--- config.mk ---
export PLATFORM = sky130hd
export DESIGN_NAME = epoch_to_civil_datetime_top
export DESIGN_NICKNAME = d
export VERILOG_FILES = /design/src/etcd_pkg.sv /design/src/etcd_front.sv /design/src/etcd_queue.sv /design/src/etcd_back.sv /design/src/epoch_to_civil_datetime_top.sv
export SDC_FILE = /design/constraint.sdc
export NUM_CORES = 2
export LEC_CHECK = 0
export ABC_AREA = 1
export BUFFER_PORTS_ARGS = -buffer_cell sky130_fd_sc_hd__buf_2
export CORE_ASPECT_RATIO = 0.75
export CORE_MARGIN = 10
export CORE_UTILIZATION = 58
export CTS_CLUSTER_DIAMETER = 30
export DETAILED_ROUTE_END_ITERATION = 8
export PLACE_DENSITY = 0.77
export SETUP_SLACK_MARGIN = 0.05
export SKIP_LAST_GASP = 1
export SYNTH_ARGS = -nofsm -noshare
export SYNTH_HDL_FRONTEND = slang
export SYNTH_SLANG_ARGS = --single-unit
--- constraint.sdc ---
create_clock -name clk -period 33.7 [get_ports clk]
set_input_delay 6.74 -clock clk [delete_from_list [all_inputs] [get_ports clk]]
set_output_delay 6.74 -clock clk [all_outputs]
set_load 0.01 [all_outputs]
--- src/etcd_pkg.sv ---
// ----------------------------------------------------------------------------
// etcd_pkg: shared types and constants for the epoch to civil date converter
// Reciprocal constants, queue sizing, item records and the month offset table.
// ----------------------------------------------------------------------------
package etcd_pkg;

  // Widths of the stream payloads
  localparam int IN_DATA_W  = 64;
  localparam int OUT_DATA_W = 104;

  // Queue between classifier and arithmetic pipeline
  localparam int QUEUE_DEPTH = 4;
  localparam int QPTR_W      = $clog2(QUEUE_DEPTH);
  localparam int QCNT_W      = $clog2(QUEUE_DEPTH + 1);

  // Number of payload stages in the arithmetic pipeline, output register excluded
  localparam int BACK_STAGES = 9;

  // First second of year 10000 (day 2932897 after the epoch); at or above it
  // the date cannot be shown
  localparam logic [62:0] LIMIT_SECS = 63'd253402300800;

  localparam logic [37:0] SECS_PER_DAY  = 38'd86400;
  localparam logic [16:0] SECS_PER_HOUR = 17'd3600;
  localparam logic [21:0] DAYS_TO_EPOCH = 22'd719468;
  localparam logic [21:0] DAYS_PER_ERA  = 22'd146097;
  localparam logic [13:0] YEAR_LIMIT    = 14'd9999;

  // Rounded-up reciprocals; each is exact over the operand range it meets
  // (seconds/128 by 675, 2^41)
  localparam logic [31:0] RECIP_DAY  = 32'd3257812231;
  // (seconds/16 by 225, 2^22)
  localparam logic [14:0] RECIP_HOUR = 15'd18642;
  // (seconds/4 by 15, 2^14)
  localparam logic [10:0] RECIP_MIN  = 11'd1093;
  // (day number by 146097, 2^39)
  localparam logic [21:0] RECIP_ERA  = 22'd3762951;
  // (day of era/4 by 365, 2^24)
  localparam logic [15:0] RECIP_1460 = 16'd45965;
  // (day count by 365, 2^26)
  localparam logic [17:0] RECIP_YEAR = 18'd183860;
  // (5*doy+2 by 153, 2^18)
  localparam logic [10:0] RECIP_MP   = 11'd1714;

  // Item as classified by the front end
  typedef struct packed {
    logic        over;
    logic [62:0] clamped;
  } item_t;

  // Working record carried down the arithmetic pipeline
  typedef struct packed {
    logic        over;
    logic [62:0] clamped;
    logic [21:0] days;
    logic [16:0] secs;
    logic [21:0] z;
    logic [4:0]  hour;
    logic [4:0]  era;
    logic [11:0] rem;
    logic [17:0] doe;
    logic [5:0]  minute;
    logic [6:0]  q1460;
    logic [2:0]  c36524;
    logic        c146096;
    logic [17:0] n;
    logic [8:0]  yoe;
    logic [8:0]  doy;
    logic [13:0] ybase;
    logic [3:0]  mp;
  } work_t;

  // Days before the first of each month, counted from the first of March
  function automatic logic [8:0] mp_offset(input logic [3:0] mp);
    logic [8:0] off;
    case (mp)
      4'd0:    off = 9'd0;
      4'd1:    off = 9'd31;
      4'd2:    off = 9'd61;
      4'd3:    off = 9'd92;
      4'd4:    off = 9'd122;
      4'd5:    off = 9'd153;
      4'd6:    off = 9'd184;
      4'd7:    off = 9'd214;
      4'd8:    off = 9'd245;
      4'd9:    off = 9'd275;
      4'd10:   off = 9'd306;
      4'd11:   off = 9'd337;
      default: off = 9'd0;
    endcase
    return off;
  endfunction

endpackage

--- src/etcd_front.sv ---
// ----------------------------------------------------------------------------
// etcd_front: input classifier
// Clamps negative timestamps to zero and flags those beyond year 9999.
// ----------------------------------------------------------------------------
module etcd_front (
  input  logic [etcd_pkg::IN_DATA_W-1:0] epoch_seconds,
  output etcd_pkg::item_t                item
);
  import etcd_pkg::*;

  logic [62:0] clamped;

  // Drop negative values to zero
  assign clamped = epoch_seconds[63] ? 63'd0 : epoch_seconds[62:0];

  // Flag timestamps whose year cannot be shown
  assign item.clamped = clamped;
  assign item.over    = (clamped >= LIMIT_SECS);

endmodule

--- src/etcd_queue.sv ---
// ----------------------------------------------------------------------------
// etcd_queue: short item queue
// Holds classified items so that the front and back stall independently.
// ----------------------------------------------------------------------------
module etcd_queue (
  input  logic            clk,
  input  logic            rst,
  input  logic            push_valid,
  input  etcd_pkg::item_t push_item,
  output logic            push_ready,
  output logic            head_valid,
  output etcd_pkg::item_t head_item,
  input  logic            pop
);
  import etcd_pkg::*;

  item_t               entries [QUEUE_DEPTH];
  logic [QPTR_W-1:0]   wr_ptr;
  logic [QPTR_W-1:0]   rd_ptr;
  logic [QCNT_W-1:0]   count;
  logic                push;

  assign push_ready = (count != QCNT_W'(QUEUE_DEPTH));
  assign push       = push_valid && push_ready;
  assign head_valid = (count != '0);
  assign head_item  = entries[rd_ptr];

  // Store the incoming item
  always_ff @(posedge clk) begin
    if (push) begin
      entries[wr_ptr] <= push_item;
    end
  end

  // Advance pointers and occupancy
  always_ff @(posedge clk) begin
    if (rst) begin
      wr_ptr <= '0;
      rd_ptr <= '0;
      count  <= '0;
    end else begin
      if (push) begin
        wr_ptr <= wr_ptr + QPTR_W'(1);
      end
      if (pop) begin
        rd_ptr <= rd_ptr + QPTR_W'(1);
      end
      if (push && !pop) begin
        count <= count + QCNT_W'(1);
      end else if (pop && !push) begin
        count <= count - QCNT_W'(1);
      end
    end
  end

  // Never pop an empty queue
  assert property (@(posedge clk) disable iff (rst) pop |-> count != '0)
    else $error("queue popped while empty");

  // Occupancy tracks a lone push
  assert property (@(posedge clk) disable iff (rst)
    (push && !pop) |=> count == $past(count) + QCNT_W'(1))
    else $error("queue count lost a push");

endmodule

--- src/etcd_back.sv ---
// ----------------------------------------------------------------------------
// etcd_back: arithmetic pipeline
// Splits seconds into day, hour and minute and converts the day number to a
// civil date; the output register feeds the result stream.
// ----------------------------------------------------------------------------
module etcd_back (
  input  logic                            clk,
  input  logic                            rst,
  input  logic                            head_valid,
  input  etcd_pkg::item_t                 head_item,
  output logic                            pop,
  output logic                            m_tvalid,
  input  logic                            m_tready,
  output logic [etcd_pkg::OUT_DATA_W-1:0] m_tdata,
  output logic                            m_tuser
);
  import etcd_pkg::*;

  work_t             stg [BACK_STAGES];
  work_t             nxt [BACK_STAGES];
  logic [BACK_STAGES-1:0] vld;
  logic              en;

  // Products, each registered before the next use
  logic [62:0] prod_day;
  logic [27:0] prod_hour;
  logic [43:0] prod_era;
  logic [20:0] prod_min;
  logic [31:0] prod_1460;
  logic [35:0] prod_yoe;
  logic [21:0] prod_mp;

  // Intermediate differences
  logic [37:0] secs_full;
  logic [16:0] rem_full;
  logic [21:0] doe_full;
  logic [17:0] yday_base;
  logic [17:0] doy_full;
  logic [1:0]  c100;
  logic [10:0] mp_arg;

  // Final stage results
  logic [8:0]  day_full;
  logic [3:0]  month;
  logic [13:0] year;

  // Output register
  logic        out_vld;
  logic        out_over;
  logic [13:0] out_year;
  logic [3:0]  out_month;
  logic [4:0]  out_day;
  logic [4:0]  out_hour;
  logic [5:0]  out_minute;
  logic [62:0] out_clamped;

  // Whole pipeline moves when the output register is free or taken
  assign en  = !out_vld || m_tready;
  assign pop = head_valid && en;

  assign prod_day  = 63'(head_item.clamped[37:7]) * 63'(RECIP_DAY);
  assign secs_full = stg[0].clamped[37:0] - 38'(stg[0].days) * SECS_PER_DAY;
  assign prod_hour = 28'(stg[1].secs[16:4]) * 28'(RECIP_HOUR);
  assign prod_era  = 44'(stg[1].z) * 44'(RECIP_ERA);
  assign rem_full  = stg[2].secs - 17'(stg[2].hour) * SECS_PER_HOUR;
  assign doe_full  = stg[2].z - 22'(stg[2].era) * DAYS_PER_ERA;
  assign prod_min  = 21'(stg[3].rem[11:2]) * 21'(RECIP_MIN);
  assign prod_1460 = 32'(stg[3].doe[17:2]) * 32'(RECIP_1460);
  assign prod_yoe  = 36'(stg[5].n) * 36'(RECIP_YEAR);

  // Century count within the era, years 0..399
  assign c100 = 2'(stg[6].yoe >= 9'd100) + 2'(stg[6].yoe >= 9'd200)
              + 2'(stg[6].yoe >= 9'd300);
  assign yday_base = 18'(stg[6].yoe) * 18'd365 + 18'(stg[6].yoe[8:2]) - 18'(c100);
  assign doy_full  = stg[6].doe - yday_base;

  assign mp_arg  = 11'(stg[7].doy) * 11'd5 + 11'd2;
  assign prod_mp = 22'(mp_arg) * 22'(RECIP_MP);

  // Build each stage's record from the one before
  always_comb begin
    for (int i = 1; i < BACK_STAGES; i++) begin
      nxt[i] = stg[i-1];
    end
    nxt[0]         = '0;
    nxt[0].over    = head_item.over;
    nxt[0].clamped = head_item.clamped;
    nxt[0].days    = prod_day[62:41];

    nxt[1].secs = secs_full[16:0];
    nxt[1].z    = stg[0].days + DAYS_TO_EPOCH;

    nxt[2].hour = prod_hour[26:22];
    nxt[2].era  = prod_era[43:39];

    nxt[3].rem = rem_full[11:0];
    nxt[3].doe = doe_full[17:0];

    nxt[4].minute  = prod_min[19:14];
    nxt[4].q1460   = prod_1460[30:24];
    nxt[4].c36524  = 3'(stg[3].doe >= 18'd36524) + 3'(stg[3].doe >= 18'd73048)
                   + 3'(stg[3].doe >= 18'd109572) + 3'(stg[3].doe >= 18'd146096);
    nxt[4].c146096 = (stg[3].doe == 18'd146096);

    nxt[5].n = stg[4].doe - 18'(stg[4].q1460) + 18'(stg[4].c36524)
             - 18'(stg[4].c146096);

    nxt[6].yoe = prod_yoe[34:26];

    nxt[7].doy   = doy_full[8:0];
    nxt[7].ybase = 14'(stg[6].era) * 14'd400 + 14'(stg[6].yoe);

    nxt[8].mp = prod_mp[21:18];
  end

  // Month, day and year from the shifted month index
  always_comb begin
    day_full = stg[8].doy - mp_offset(stg[8].mp) + 9'd1;
    if (stg[8].mp < 4'd10) begin
      month = stg[8].mp + 4'd3;
    end else begin
      month = stg[8].mp - 4'd9;
    end
    year = stg[8].ybase + 14'(month <= 4'd2);
  end

  // Pipeline payload
  always_ff @(posedge clk) begin
    if (en) begin
      for (int i = 0; i < BACK_STAGES; i++) begin
        stg[i] <= nxt[i];
      end
    end
  end

  // Pipeline occupancy
  always_ff @(posedge clk) begin
    if (rst) begin
      vld <= '0;
    end else if (en) begin
      vld <= {vld[BACK_STAGES-2:0], head_valid};
    end
  end

  // Output register; zero the date fields when the year cannot be shown
  always_ff @(posedge clk) begin
    if (rst) begin
      out_vld <= 1'b0;
    end else if (en) begin
      out_vld <= vld[BACK_STAGES-1];
    end
  end

  always_ff @(posedge clk) begin
    if (en) begin
      out_over    <= stg[8].over;
      out_clamped <= stg[8].clamped;
      if (stg[8].over) begin
        out_year   <= '0;
        out_month  <= '0;
        out_day    <= '0;
        out_hour   <= '0;
        out_minute <= '0;
      end else begin
        out_year   <= year;
        out_month  <= month;
        out_day    <= day_full[4:0];
        out_hour   <= stg[8].hour;
        out_minute <= stg[8].minute;
      end
    end
  end

  assign m_tvalid = out_vld;
  assign m_tuser  = out_over;
  assign m_tdata  = {7'd0, out_clamped, out_minute, out_hour, out_day, out_month,
                     out_year};

  // Fallback results carry no date
  assert property (@(posedge clk) disable iff (rst)
    (m_tvalid && m_tuser) |-> m_tdata[33:0] == '0)
    else $error("date fields set on a fallback result");

  // Shown dates have a real month and day
  assert property (@(posedge clk) disable iff (rst)
    (m_tvalid && !m_tuser) |-> (out_month >= 4'd1 && out_month <= 4'd12 &&
                                out_day >= 5'd1))
    else $error("month or day out of range");

  // Shown years stay within four digits
  assert property (@(posedge clk) disable iff (rst)
    (m_tvalid && !m_tuser) |-> out_year <= YEAR_LIMIT)
    else $error("year beyond limit without fallback");

endmodule

--- src/epoch_to_civil_datetime_top.sv ---
// Converts signed 64-bit Unix timestamps (seconds, UTC) into proleptic
// Gregorian year, month, day, hour and minute. Negative timestamps are read as
// zero. When the year would pass 9999 the tuser flag is set, the date fields
// are zero and the clamped seconds are still given for raw display. One item is
// accepted per clock while the result stream takes one per clock; each item
// passes through the four-entry input queue and then the arithmetic pipeline
// (nine stages plus the output register). With the result side stalled, up to
// four more items are taken into the queue before s_tready falls.
// ----------------------------------------------------------------------------
// epoch_to_civil_datetime_top: Unix timestamp to civil date and time
// Front classifier, item queue and arithmetic pipeline on stream ports.
// ----------------------------------------------------------------------------
module epoch_to_civil_datetime_top (
  input  logic                            clk,
  input  logic                            rst,
  input  logic                            s_tvalid,
  output logic                            s_tready,
  // [63:0] epoch_seconds
  input  logic [etcd_pkg::IN_DATA_W-1:0]  s_tdata,
  output logic                            m_tvalid,
  input  logic                            m_tready,
  // [13:0] year, [17:14] month, [22:18] day_of_month, [27:23] hour,
  // [33:28] minute, [96:34] clamped_seconds, [103:97] zero
  output logic [etcd_pkg::OUT_DATA_W-1:0] m_tdata,
  // [0] out_of_range
  output logic                            m_tuser
);
  import etcd_pkg::*;

  item_t front_item;
  item_t head_item;
  logic  head_valid;
  logic  pop;

  // Classify incoming timestamps
  etcd_front u_front (
    .epoch_seconds (s_tdata),
    .item          (front_item)
  );

  // Buffer classified items
  etcd_queue u_queue (
    .clk        (clk),
    .rst        (rst),
    .push_valid (s_tvalid),
    .push_item  (front_item),
    .push_ready (s_tready),
    .head_valid (head_valid),
    .head_item  (head_item),
    .pop        (pop)
  );

  // Convert and deliver
  etcd_back u_back (
    .clk        (clk),
    .rst        (rst),
    .head_valid (head_valid),
    .head_item  (head_item),
    .pop        (pop),
    .m_tvalid   (m_tvalid),
    .m_tready   (m_tready),
    .m_tdata    (m_tdata),
    .m_tuser    (m_tuser)
  );

endmodule
Yosys cells after proc, flatten, opt, wreduce, memory -nomap -nowiden
Memories as Yosys holds them, arrays and structs flattened. A register that Yosys moved wholly into a read port is not among the register bits.
Cells that the tools add are included.
{"block": "word_totals", "reg_bits": 115, "input_bits": 68, "mem_bits_rw": 2380, "memories": 3, "rom_bits": 144, "output_inout_bits": 107}
{"block": "op_classes", "eq_ne": 2, "n_mux": 10, "order_cmp": 10, "add_sub_neg": 26, "n_mul": 13, "reduce_logical": 10}
{"name": "u_back.stg", "depth": 9, "word_bits": 236, "read_ports": 9, "rd_ports_with_merged_regs": 0, "write_ports": 9, "line_no": "etcd_back.sv:19", "source": "work_t stg [BACK_STAGES];"}
{"name": "u_queue.entries", "depth": 4, "word_bits": 64, "read_ports": 1, "rd_ports_with_merged_regs": 1, "write_ports": 1, "line_no": "etcd_queue.sv:17", "source": "item_t entries [QUEUE_DEPTH];"}
{"name": "(no name shown)", "depth": 16, "word_bits": 9, "read_ports": 1, "rd_ports_with_merged_regs": 0, "write_ports": 0, "line_no": "etcd_pkg.sv:76", "source": "case (mp)"}
{"op": ">= comparator 63 x 38 -> 1 bit (second input constant)", "count": 1}
{"op": "multiplier 31 x 32 -> 63 bit (second input constant)", "count": 1}
{"op": "2-to-1 mux 63 bit", "count": 1}
{"op": "multiplier 22 x 22 -> 44 bit (second input constant)", "count": 1}
{"op": ">= comparator 18 x 17 -> 1 bit (second input constant)", "count": 2}
{"op": "multiplier 18 x 16 -> 33 bit (second input constant)", "count": 1}
{"op": "multiplier 16 x 16 -> 31 bit (second input constant)", "count": 1}
{"op": "multiplier 13 x 14 -> 26 bit (second input constant)", "count": 1}
{"op": "adder 22 x 20 -> 22 bit (second input constant)", "count": 1}
{"op": "multiplier 22 x 10 -> 10 bit (second input constant)", "count": 1}
{"op": "multiplier 11 x 10 -> 21 bit (second input constant)", "count": 1}
{"op": "multiplier 10 x 11 -> 20 bit (second input constant)", "count": 1}
{"op": "adder 18 x 3 -> 18 bit", "count": 1}
{"op": "== test 18 bit (second input constant)", "count": 1}
{"op": ">= comparator 18 x 16 -> 1 bit (second input constant)", "count": 1}
{"op": ">= comparator 18 bit (second input constant)", "count": 1}
{"op": "multiplier 5 x 18 -> 18 bit (second input constant)", "count": 1}
{"op": "subtractor 18 x 1 -> 18 bit", "count": 1}
{"op": "subtractor 18 bit", "count": 1}
{"op": "subtractor 18 x 7 -> 18 bit", "count": 1}
{"op": "subtractor 17 bit", "count": 1}
{"op": "adder 14 x 1 -> 14 bit", "count": 1}
{"op": "adder 14 x 9 -> 14 bit", "count": 1}
{"op": "subtractor 12 bit", "count": 1}
{"op": "33 further kinds", "count": 46}

Depth between registers and ports, before layout
{"block": "logic_depth", "ltp_word": 6, "ltp_mapped": 34}

Cells and area by module
Synthesis repeated with hierarchy kept, for this count alone.
{"block": "unflattened", "cells_unflattened": 8093, "hier_area_um2": 90840.9}
{"module": "etcd_back", "cells_per_inst": 7209, "area_each_um2": 79980.5, "n_inst": 1}
{"module": "etcd_queue", "cells_per_inst": 683, "area_each_um2": 9970.8, "n_inst": 1}
{"module": "etcd_front", "cells_per_inst": 201, "area_each_um2": 889.6, "n_inst": 1}

Worst setup path after synthesis
No wires, ideal clock.
{"block": "synth_timing", "path_type": "in2reg", "from": "input port m_tready", "to": "register u_back.out_over, in the netlist u_back.m_tuser (read register of u_back.stg) (enable)", "required_ns": 26.090, "path_buffers": 0, "slack_ns": 1.358, "arrival_time_ns": 24.732, "path_stages": 2, "path_cell_list": "nor2_1 clkinv_1"}
{"block": "synth_via", "elab_chain_cells": 1}
{"item": "from (decl)", "line_no": "epoch_to_civil_datetime_top.sv:21", "source": "input logic m_tready,"}
{"item": "logical OR 1 bit", "line_no": "etcd_back.sv:58", "source": "assign en = !out_vld || m_tready;"}
{"item": "to (decl)", "line_no": "etcd_back.sv:49", "source": "logic out_over;"}
Every way passes these cells.
A chain may end at the register's enable or synchronous reset.

==> impl_results.rst <==
.. list-table::
   :header-rows: 1

   * - Metric
     - Value
   * - Port Buf Inserts
     - 167
   * - Max Clock Freq
     - 90.8 MHz
   * - Flip-flop and latch count after synthesis
     - 1262
   * - Final ANT Viol Nets
     - 0
   * - Number of flops mapped to enable cells by yosys
     - 1243
   * - Share of layout cells above drive strength 1
     - between 6 and 7%
   * - CTS tree
     - built
   * - Class of the worst hold path
     - reg -> reg
   * - Area after DPL
     - about 94000 µm²
   * - Final Hold Vio Count
     - 0
   * - Number of failing setup endpoints in the final timing report
     - 0
   * - Worst slew margin relative to its limit
     - 25.0%
   * - CTS Hold Buffers Added
     - 0
   * - Most area-hungry cell type in the Yosys netlist
     - sky130_fd_sc_hd__edfxtp_1
   * - Count of H-tree levels built during CTS
     - 4
   * - Filler cells
     - approximately 12000
   * - Worst Path Class, Setup
     - in -> reg
   * - Via count
     - 57300
   * - Synthesized area per cell
     - around 11 µm²
   * - Placement Rows
     - 125
   * - Cell area after layout
     - 99900 µm²
   * - Clock latency reported for the late side of the worst-skew pair
     - between 800 and 900 ps
   * - Number of distinct standard cells referenced by the synthesized netlist
     - 53
   * - Crit. End Element
     - flip-flop
   * - Initial core utilization
     - between 50% and 60%
   * - Final antenna diode count
     - 0
   * - Final wirelength
     - 206 mm
   * - Tightest Pin Transition
     - around 1100 ps
   * - Yosys top cell area share
     - between 40 and 50%
   * - Detail-routed via count per cell
     - 5.43
   * - R2R Setup Slk
     - 24950 ps
   * - Highest fanout seen on the critical path
     - between 150 and 200
   * - Count of buffer and inverter cells on the critical path
     - 6
   * - Most common cell in the synthesized netlist
     - sky130_fd_sc_hd__inv_1
   * - Largest net degree at the start of global routing
     - 181
   * - Post-Synthesis Cell Area
     - 90400 µm²
   * - Placed cell count
     - 10200
   * - Run status
     - complete, no violations
   * - Routability congestion estimate
     - 0.974
   * - Boundary pin count
     - around 180
   * - Crit share post-route
     - 32.7%
   * - Clock sink total
     - 1262
   * - Setup Buffers After CTS
     - 0
   * - Root Buffer Master
     - sky130_fd_sc_hd__clkbuf_16
   * - Family with the most delay on the worst path
     - buffers and inverters
   * - Std-Cell Core Area
     - 155000 µm²
   * - Number of buffers added by the clock tree synthesis step
     - 167
   * - Max capacitance violation total
     - 0
   * - Cell types with the largest area share after synthesis
     - sky130_fd_sc_hd__edfxtp_1, sky130_fd_sc_hd__ha_1, sky130_fd_sc_hd__fa_1, sky130_fd_sc_hd__inv_1, sky130_fd_sc_hd__nand2_1
   * - CP max-delay cell
     - sky130_fd_sc_hd__buf_4
   * - Unrepaired setup endpoints after global routing
     - false
   * - Flip-flop cell with the highest count after synthesis
     - sky130_fd_sc_hd__edfxtp_1
   * - Instance count of the mapped netlist
     - 8028
   * - Post-DR wirelength/cell
     - 19.6 µm
   * - Height of the chip
     - 362 µm
   * - Final critical path time including I/O delays and setup
     - approximately 11000 ps
   * - Worst Skew
     - 62.8 ps
   * - Total overflow reported by the global router
     - 0
   * - Layout overhead on the synthesized area
     - 10.6%
   * - Full die area
     - ~170000 µm²
   * - DPL Wire Length
     - between 150 and 200 mm
   * - Violation count after the first detailed-route iteration
     - between 5000 and 6000
   * - Share of flip-flops with an asynchronous set or reset after synthesis
     - 0%
   * - Vias in the first global route
     - roughly 58000
   * - List of cells traversed by the critical path
     - buf_2, nor2_1, inv_8, buf_4, buf_12, buf_4, buf_4
   * - Count of warnings emitted by yosys
     - 0
   * - DRC viols
     - 0
   * - Die boundary width
     - 476 µm
   * - Count of cells resized by post-cts repair
     - 0
   * - Post-route worst hold slack
     - about 400 ps
   * - Final standard cell count with taps included and fillers excluded
     - between 10000 and 15000
   * - Post-synth top cells
     - sky130_fd_sc_hd__inv_1, sky130_fd_sc_hd__ha_1, sky130_fd_sc_hd__edfxtp_1
   * - Clock slew at the register clock pins of the worst setup and hold paths
     - 50 ps
   * - NumNets Final
     - 10500
   * - Seq/Total Area, Yosys
     - around two fifths
   * - Drt first pass iters
     - 6
   * - Count of final max-slew check failures
     - 0
   * - First-pass GRT wire length
     - 325 mm
   * - Initial antenna violation count
     - 4
   * - Critical Path Most Common Cell
     - sky130_fd_sc_hd__buf_4
   * - Startpoint type of the worst setup path
     - input port
   * - Worst-case clock buffer depth
     - 3
   * - WP data arrival
     - 11410 ps
   * - Total track usage
     - about 24%
   * - Final setup TNS
     - 0 ps
   * - Required time reported for the critical path endpoint
     - between 30000 and 40000 ps
   * - Largest stage delay, worst path
     - 960 ps
[metal layers]
layer,wire length (µm),vias to the layer above,GRT usage [%],share of wire [%]
met5,13,-,0,0.0063
met4,4300,2,5.58,2.1
met3,18000,297,5.64,8.7
met2,91400,2071,36.4,44
met1,92700,27900,35.5,45
li1,-,27000,-,-
[layout make-up]
| cell class | count | area [µm²] | area share [%] |
|---|---|---|---|
| Timing Repair Buffer | 220 | 1260 | 1.26 |
| Inverter | 1782 | 6700 | 6.70 |
| Multi-Input combinational cell | 4930 | 45800 | 45.8 |
| Sequential cell | 1262 | 37700 | 37.7 |
| Clock buffer | 174 | 4230 | 4.23 |
| Tap cell | 2032 | 2540 | 2.54 |
| Clock inverter | 137 | 1740 | 1.75 |
[registers in the layout, indices dropped and copies added (netlist names), 3 cells and up, named ones only]
name                count
u_back.stg            889
u_queue.entries       256
u_back.out_clamped     63
u_back.out_year        14
u_back.vld              9
u_back.out_minute       6
u_back.out_day          5
u_back.out_hour         5
u_back.out_month        4
u_queue.count           3
[stage by stage]
stage                     utilization (%)  setup WS [ps]
after floorplan                         -           1360
after global placement               60.7          22020
after detailed placement             60.7          21960
after CTS                            64.5          22770
after global routing                 64.5          22290
final                                64.5          22680
[final timing paths]
kind | to | startpoint | cells past startpoint
min | u_back.stg[0][1053] | u_back.stg[0][817] | 0
max | u_back.stg[0][612] | m_tready | 7
max reg2reg | u_back.stg[0][168] | flip-flop | 28
min reg2reg | u_back.stg[0][1053] | u_back.stg[0][817] | 0
[cells in the final DEF, fill, tap and decap left out, types with 12 or more instances in the layout]
| cell | synthesis | layout |
|---|---|---|
| sky130_fd_sc_hd__a21o_1 | 28 | 28 |
| sky130_fd_sc_hd__fa_1 | 772 | 772 |
| sky130_fd_sc_hd__nand4_1 | 61 | 61 |
| sky130_fd_sc_hd__o22ai_1 | 43 | 43 |
| sky130_fd_sc_hd__buf_2 | 8 | 167 |
| sky130_fd_sc_hd__clkbuf_16 | 0 | 168 |
| sky130_fd_sc_hd__o21ai_0 | 208 | 208 |
| sky130_fd_sc_hd__nor2_4 | 8 | 12 |
| sky130_fd_sc_hd__nor3_1 | 52 | 52 |
| sky130_fd_sc_hd__ha_1 | 1346 | 1346 |
| sky130_fd_sc_hd__nand3_1 | 195 | 195 |
| sky130_fd_sc_hd__xor2_1 | 90 | 90 |
| sky130_fd_sc_hd__nor4_1 | 18 | 18 |
| sky130_fd_sc_hd__a21oi_1 | 308 | 308 |
| sky130_fd_sc_hd__clkinv_4 | 0 | 17 |
| sky130_fd_sc_hd__nor2_1 | 462 | 458 |
| sky130_fd_sc_hd__o21bai_1 | 29 | 29 |
| sky130_fd_sc_hd__inv_8 | 0 | 16 |
| sky130_fd_sc_hd__inv_6 | 0 | 28 |
| sky130_fd_sc_hd__nor2_2 | 15 | 15 |
| sky130_fd_sc_hd__dfxtp_1 | 19 | 18 |
| sky130_fd_sc_hd__nand2_1 | 1088 | 1088 |
| sky130_fd_sc_hd__edfxtp_1 | 1243 | 1243 |
| sky130_fd_sc_hd__bufinv_16 | 0 | 16 |
| sky130_fd_sc_hd__inv_1 | 1768 | 1767 |
| sky130_fd_sc_hd__buf_4 | 9 | 51 |
| sky130_fd_sc_hd__inv_2 | 13 | 13 |
| sky130_fd_sc_hd__a32oi_1 | 22 | 22 |
| sky130_fd_sc_hd__xnor2_1 | 62 | 62 |
| sky130_fd_sc_hd__clkinv_2 | 0 | 18 |
[logic make-up after synthesis]
family                   share of synthesized area, %
buffers and inverters                            7.71
flip-flops                                       41.7
XOR/XNOR                                         1.47
adder cells (fa/ha/maj)                          35.7
AO/OA/AOI/OAI                                    4.37
other                                         0.00415
AND/OR/NAND/NOR                                  8.99
Power is not shown: default switching activity piles up to over one toggle a cycle in this logic, so the estimate is an artifact.
